--- src/sv/ldgm_pkg.sv ---
`timescale 1ns / 1ps
// Shared types and constants of the LDGM parity encoder.
package ldgm_pkg;

    localparam int unsigned VAR_DEGREE   = 3;
    localparam int unsigned CHECK_DEGREE = 6;
    localparam int unsigned GROUPS       = 64;

    localparam int unsigned NUM_CHECKS = VAR_DEGREE * GROUPS;
    localparam int unsigned NUM_VARS   = CHECK_DEGREE * GROUPS;
    localparam int unsigned NUM_EDGES  = VAR_DEGREE * NUM_VARS;

    localparam int unsigned OP_W      = 2;
    localparam int unsigned ADDR_W    = 11;
    localparam int unsigned EDGE_W    = 11;
    localparam int unsigned CHK_IDX_W = 8;

    localparam int unsigned TBL_ADDR_W = $clog2(NUM_EDGES);
    localparam int unsigned VAR_ADDR_W = $clog2(NUM_VARS);
    localparam int unsigned CNT_W      = $clog2(CHECK_DEGREE + 1);

    localparam int unsigned DIV_SHIFT = EDGE_W + 4;
    localparam int unsigned DIV_RECIP = (2 ** DIV_SHIFT + VAR_DEGREE - 1) / VAR_DEGREE;
    localparam int unsigned RECIP_W   = DIV_SHIFT + 1;
    localparam int unsigned PROD_W    = EDGE_W + RECIP_W;

    localparam logic [OP_W-1:0] OP_LOAD_SOCKET = 2'd0;
    localparam logic [OP_W-1:0] OP_LOAD_VAR    = 2'd1;
    localparam logic [OP_W-1:0] OP_COMPUTE     = 2'd2;

    typedef struct packed {
        logic [OP_W-1:0]   operation;
        logic [ADDR_W-1:0] address;
        logic [EDGE_W-1:0] value;
    } ldgm_in_t;

    typedef struct packed {
        logic [CHK_IDX_W-1:0] check_index;
        logic                 parity;
    } ldgm_out_t;

    typedef enum logic [1:0] {
        ST_IDLE,
        ST_RUN,
        ST_DONE
    } ldgm_state_t;

endpackage

--- src/sv/ldgm_ctrl.sv ---
`timescale 1ns / 1ps
// Request decoder, parity sequencer and result register of the LDGM parity encoder.
module ldgm_ctrl import ldgm_pkg::*; (
    input  logic                  aclk,
    input  logic                  aresetn,
    input  logic                  s_valid,
    output logic                  s_ready,
    input  ldgm_in_t              s_req,
    output logic                  m_valid,
    input  logic                  m_ready,
    output ldgm_out_t             m_res,
    output logic                  tbl_we,
    output logic [TBL_ADDR_W-1:0] tbl_waddr,
    output logic [EDGE_W-1:0]     tbl_wdata,
    output logic [TBL_ADDR_W-1:0] tbl_raddr,
    input  logic [EDGE_W-1:0]     tbl_rdata,
    output logic                  var_we,
    output logic [VAR_ADDR_W-1:0] var_waddr,
    output logic [0:0]            var_wdata,
    output logic [VAR_ADDR_W-1:0] var_raddr,
    input  logic [0:0]            var_rdata
);

    ldgm_state_t          state_reg, state_next;
    logic [CNT_W-1:0]     cnt_reg, cnt_next;
    logic [TBL_ADDR_W-1:0] base_reg, base_next;
    logic [CHK_IDX_W-1:0] chk_reg, chk_next;
    logic                 parity_reg, parity_next;
    logic                 p1_vld_reg, p1_vld_next;
    logic                 p2_vld_reg, p2_vld_next;
    logic                 p2_en_reg, p2_en_next;
    logic [PROD_W-1:0]    p2_prod_reg, p2_prod_next;
    logic                 p3_vld_reg, p3_vld_next;
    logic                 p3_en_reg, p3_en_next;
    logic                 m_valid_reg, m_valid_next;
    ldgm_out_t            m_res_reg, m_res_next;
    logic                 accept;
    logic                 edge_ok;
    logic [EDGE_W-1:0]    edge_m1;

    assign accept  = s_valid && s_ready;
    assign edge_ok = (tbl_rdata != '0) && (32'(tbl_rdata) <= NUM_EDGES);
    assign edge_m1 = tbl_rdata - EDGE_W'(1);

    always_ff @(posedge aclk) begin
        if (!aresetn) begin
            state_reg   <= ST_IDLE;
            p1_vld_reg  <= 1'b0;
            p2_vld_reg  <= 1'b0;
            p3_vld_reg  <= 1'b0;
            m_valid_reg <= 1'b0;
        end else begin
            state_reg   <= state_next;
            p1_vld_reg  <= p1_vld_next;
            p2_vld_reg  <= p2_vld_next;
            p3_vld_reg  <= p3_vld_next;
            m_valid_reg <= m_valid_next;
        end
    end

    always_ff @(posedge aclk) begin
        cnt_reg     <= cnt_next;
        base_reg    <= base_next;
        chk_reg     <= chk_next;
        parity_reg  <= parity_next;
        p2_en_reg   <= p2_en_next;
        p2_prod_reg <= p2_prod_next;
        p3_en_reg   <= p3_en_next;
        m_res_reg   <= m_res_next;
    end

    always_comb begin
        state_next   = state_reg;
        cnt_next     = cnt_reg;
        base_next    = base_reg;
        chk_next     = chk_reg;
        parity_next  = parity_reg;
        p1_vld_next  = 1'b0;
        p2_vld_next  = p1_vld_reg;
        p2_en_next   = edge_ok;
        p2_prod_next = PROD_W'(edge_m1) * PROD_W'(DIV_RECIP);
        p3_vld_next  = p2_vld_reg;
        p3_en_next   = p2_en_reg;
        m_valid_next = m_valid_reg && !m_ready;
        m_res_next   = m_res_reg;
        s_ready      = 1'b0;
        tbl_we       = 1'b0;
        tbl_waddr    = s_req.address[TBL_ADDR_W-1:0];
        tbl_wdata    = s_req.value;
        tbl_raddr    = base_reg + TBL_ADDR_W'(cnt_reg);
        var_we       = 1'b0;
        var_waddr    = s_req.address[VAR_ADDR_W-1:0];
        var_wdata    = s_req.value[0:0];
        var_raddr    = p2_prod_reg[DIV_SHIFT +: VAR_ADDR_W];

        if (p3_vld_reg) begin
            parity_next = parity_reg ^ (var_rdata[0] & p3_en_reg);
        end

        unique case (state_reg)
            ST_IDLE: begin
                s_ready = 1'b1;
                if (accept) begin
                    unique case (s_req.operation)
                        OP_LOAD_SOCKET: begin
                            tbl_we = 32'(s_req.address) < NUM_EDGES;
                        end
                        OP_LOAD_VAR: begin
                            var_we = 32'(s_req.address) < NUM_VARS;
                        end
                        OP_COMPUTE: begin
                            if (32'(s_req.address) < NUM_CHECKS) begin
                                base_next   = TBL_ADDR_W'(32'(s_req.address) * CHECK_DEGREE);
                                chk_next    = s_req.address[CHK_IDX_W-1:0];
                                cnt_next    = '0;
                                parity_next = 1'b0;
                                state_next  = ST_RUN;
                            end
                        end
                        default: begin
                        end
                    endcase
                end
            end
            ST_RUN: begin
                if (32'(cnt_reg) < CHECK_DEGREE) begin
                    p1_vld_next = 1'b1;
                    cnt_next    = cnt_reg + CNT_W'(1);
                end else if (!p1_vld_reg && !p2_vld_reg && !p3_vld_reg) begin
                    state_next = ST_DONE;
                end
            end
            ST_DONE: begin
                if (!m_valid_reg || m_ready) begin
                    m_valid_next           = 1'b1;
                    m_res_next.check_index = chk_reg;
                    m_res_next.parity      = parity_reg;
                    state_next             = ST_IDLE;
                end
            end
            default: begin
                state_next = ST_IDLE;
            end
        endcase
    end

    assign m_valid = m_valid_reg;
    assign m_res   = m_res_reg;

endmodule

--- config.mk ---
export PLATFORM = sky130hd
export DESIGN_NAME = ldgm_ctrl
export DESIGN_NICKNAME = d
export VERILOG_FILES = /design/src/sv/ldgm_pkg.sv /design/src/sv/ldgm_ctrl.sv
export SDC_FILE = /design/constraint.sdc
export NUM_CORES = 1
export LEC_CHECK = 0
export ABC_CLOCK_PERIOD_IN_PS = 10600
export BUFFER_PORTS_ARGS = -buffer_cell sky130_fd_sc_hd__buf_2
export CAP_MARGIN = 20
export CORE_MARGIN = 4
export CORE_UTILIZATION = 54
export CTS_CLUSTER_DIAMETER = 50
export DETAILED_ROUTE_END_ITERATION = 8
export PLACE_DENSITY = 0.91
export SKIP_CTS_REPAIR_TIMING = 1
export SYNTH_ARGS = -nofsm -noshare
export SYNTH_HDL_FRONTEND = slang
export SYNTH_SLANG_ARGS = --single-unit
--- constraint.sdc ---
create_clock -name aclk -period 10.6 [get_ports aclk]
set_input_delay 2.12 -clock aclk [delete_from_list [all_inputs] [get_ports aclk]]
set_output_delay 2.12 -clock aclk [all_outputs]
set_load 0.03 [all_outputs]
==> results.json <==
{
  "globalRouteTotalUtil_pct": 18.4,
  "nature_of_the_critical_path_endpoint": "flop",
  "post_drt_via_cell_ratio": 5.21,
  "io_pins": 105,
  "powerDensity_mw_per_mm2": 215,
  "area_growth_pct": 8.24,
  "dieHeight_um": 103,
  "netlist_instances": 481,
  "sum_of_overflow_across_all_layers_after_global_routing": 0,
  "min_path_type": "flop to flop",
  "holdCritStartpoint": "p2_en_reg$_DFF_P_",
  "first_global_vias": 3549,
  "synth.yosys.seq_area_share_pct": 25.4,
  "synth_top_flop_cell": "edfxtp_1",
  "fp.dieW_um": 103,
  "yosys_register_bits": 47,
  "clock_sinks": 47,
  "insertion_delay_ns": 0.30,
  "report.final.hold_viol_count": 0,
  "ir_worst_vdd_uv": 95.6,
  "initial_utilization_pct": 55.6,
  "grt_pass1_wl_um": 15500,
  "grt_setup_unrepaired": "no",
  "crit_start": "tbl_rdata[3]",
  "worstSetupPathDepth": 19,
  "cap_viol_max_count": 0,
  "r2r_start": "state_reg[1]$_SDFFE_PN0P_",
  "layout_cell_share_with_drive_strength_beyond_1_pct": 18.1,
  "core_area_mm2": 0.00872,
  "finalMaxSlewViolations": 0,
  "drtPass1Iterations": 4,
  "fmax_ghz": 0.136,
  "wl_per_cell_um": 14.3,
  "nFillCells": 701,
  "synthArstFlopShare_pct": 0,
  "cts.reportedPaths.clkPinSlew_ns": 0.09,
  "setup_viol_count_final": 0,
  "dieArea_mm2": 0.0106,
  "synth.largest_area_cell": "ha_1",
  "cts_root_buffer_type": "clkbuf_8",
  "post_route_skew_ns": 0.00747,
  "r2r_slack_ns": 8.79,
  "synth_top_cells_by_area": "ha_1, edfxtp_1, fa_1, inv_1, dfxtp_1",
  "final.min_clock_period_ns": 7.37,
  "critical-path-max-stage-delay_ns": 0.56,
  "timing_worst_slew_pin_value_ns": 0.862,
  "syn_avg_cell_area_um2": 10.1,
  "finalCritPeriodShare_pct": 69.5,
  "synth.top_cell.area_share_pct": 22.0,
  "largest_net_degree_at_the_start_of_global_routing": 19,
  "critPathSlowestCell": "or4_4",
  "timing.setup.critical_path_class": "input port to flop",
  "tritoncts.num_buffers": 5,
  "synthesis.area_mm2": 0.00484,
  "buffer_ports.inserted": 81,
  "ys_warn_count": 0,
  "path_buf_inv": 3,
  "most_repeated_cell_in_the_gate_level_netlist_after_synthesis": "inv_1",
  "crit_path_cell_trace": "buf_2 -> or4_4 -> nor2_1 -> nand2_1 -> xnor2_1 -> ha_1 -> inv_1 -> fa_1 -> fa_1 -> fa_1 -> fa_1 -> inv_1 -> ha_1 -> a21oi_1 -> o21ai_0 -> o311a_1 -> o21ai_1 -> mux2i_1 -> nand3_1",
  "yosysUniqueCellTypes": 49,
  "ant_nets": 0,
  "h-tree-depth": 2,
  "antenna_found_initial": 0,
  "cp_top_family": "adder cells",
  "critical_path.max_fanout": 5,
  "detail_route.iter0.violations": 101,
  "finalPower_mw": 1.12,
  "finalWirelength_um": 9190,
  "timing.rr.end": "chk_reg[5]$_DFFE_PP_",
  "synth_fp_nets": 643,
  "drc": 0,
  "fin_setup_tns_ns": 0,
  "hpwl_um": 8180,
  "timing.critical_path.arrival_ns": 7.55,
  "vias": 3353,
  "cts_tree": "built",
  "nets": 696,
  "final_core_utilization_pct": 60.1,
  "setup.worst_path.end": "p2_prod_reg[20]$_DFF_P_",
  "leakagePower_nw": 2.69,
  "ff2ff_path_depth": 3,
  "edff_count_synth": 29,
  "placement_rows": 34,
  "yosys-top-cells-count": "inv_1, ha_1, fa_1",
  "status": "finished clean",
  "worst_setup_path_start_kind": "input port",
  "num_antenna_cells": 0,
  "routabilityCongestion": 0.898,
  "clock_path_buffers": 2,
  "worstPathRequired_ns": 10.79,
  "worst_slew_margin_rel_pct": 42.4,
  "critical_path_s_most_frequent_cell": "fa_1"
}
-- cell usage in the layout (no fill, tap or decap), types with 5 or more instances in the layout --
master / Yosys / layout
inv_1: 97 / 97
ha_1: 85 / 85
buf_2: 1 / 81
fa_1: 37 / 37
edfxtp_1: 29 / 29
xnor2_1: 23 / 23
nand2_1: 19 / 19
nor2_1: 18 / 18
dfxtp_1: 18 / 18
xor2_1: 16 / 16
a21oi_1: 14 / 14
o21ai_0: 8 / 8
nand2b_1: 7 / 7
nor2b_1: 7 / 7
nand3_1: 6 / 6
clkbuf_8: 0 / 5
-- power breakdown --
group          switching, mW  total [mW]  internal, mW
sequential           0.00450       0.225         0.220
combinational          0.459       0.768         0.309
clock                 0.0603       0.132        0.0715
total                  0.524        1.12         0.601
-- worst min-delay path by stage --
stage | depth (start not counted) | to | slack [ns]
after global routing | 0 | p3_en_reg$_DFF_P_ | 0.36
after detailed placement | 0 | p3_en_reg$_DFF_P_ | 0.31
after CTS | 0 | p3_en_reg$_DFF_P_ | 0.33
after global placement | 0 | p3_en_reg$_DFF_P_ | 0.31
final | 0 | p3_en_reg$_DFF_P_ | 0.33
after floorplan | 0 | p3_en_reg$_DFF_P_ | 0.31
-- kinds of logic (layout without fill, tap and decap cells) --
group	after synthesis	count (layout)	synth area share, %
XOR/XNOR	41	41	7.72
flip-flops	47	47	25.4
multiplexers	3	3	0.620
AO/OA/AOI/OAI	50	50	6.74
adder cells (fa/ha/maj)	122	122	37.2
AND/OR/NAND/NOR	86	86	9.43
buffers and inverters	132	186	12.8
-- area by class of cell --
class                           count  area, µm²  area share [%]
Timing Repair Buffer               81        405            7.73
Sequential cell                    47       1230            23.5
Clock inverter                      3       47.5           0.907
Clock buffer                        5       68.8            1.31
Inverter                           97        364            6.94
Multi-Input combinational cell    302       2990            57.1
Tap cell                          108        135            2.58
-- metrics by stage --
step	instance area, µm²	hold WS [ns]	worst slack [ns]	cells
4_1_cts	5240	0.334	3.24	643
3_5_place_dp	5130	0.313	2.92	635
6_report	5240	0.334	3.23	643
5_1_grt	5240	0.363	2.83	643
2_1_floorplan	4840	0.310	3.39	481
3_3_place_gp	5130	0.315	3.08	635
-- layer usage --
metal	vias to the layer above	wire length (µm)	global-route usage, %
met5	-	0	0
met4	0	242	7.77
met1	1588	3900	22.5
met2	97	4700	32.7
li1	1644	-	-
met3	24	347	2.03
No activity file was read; power rests on OpenSTA's default activity.
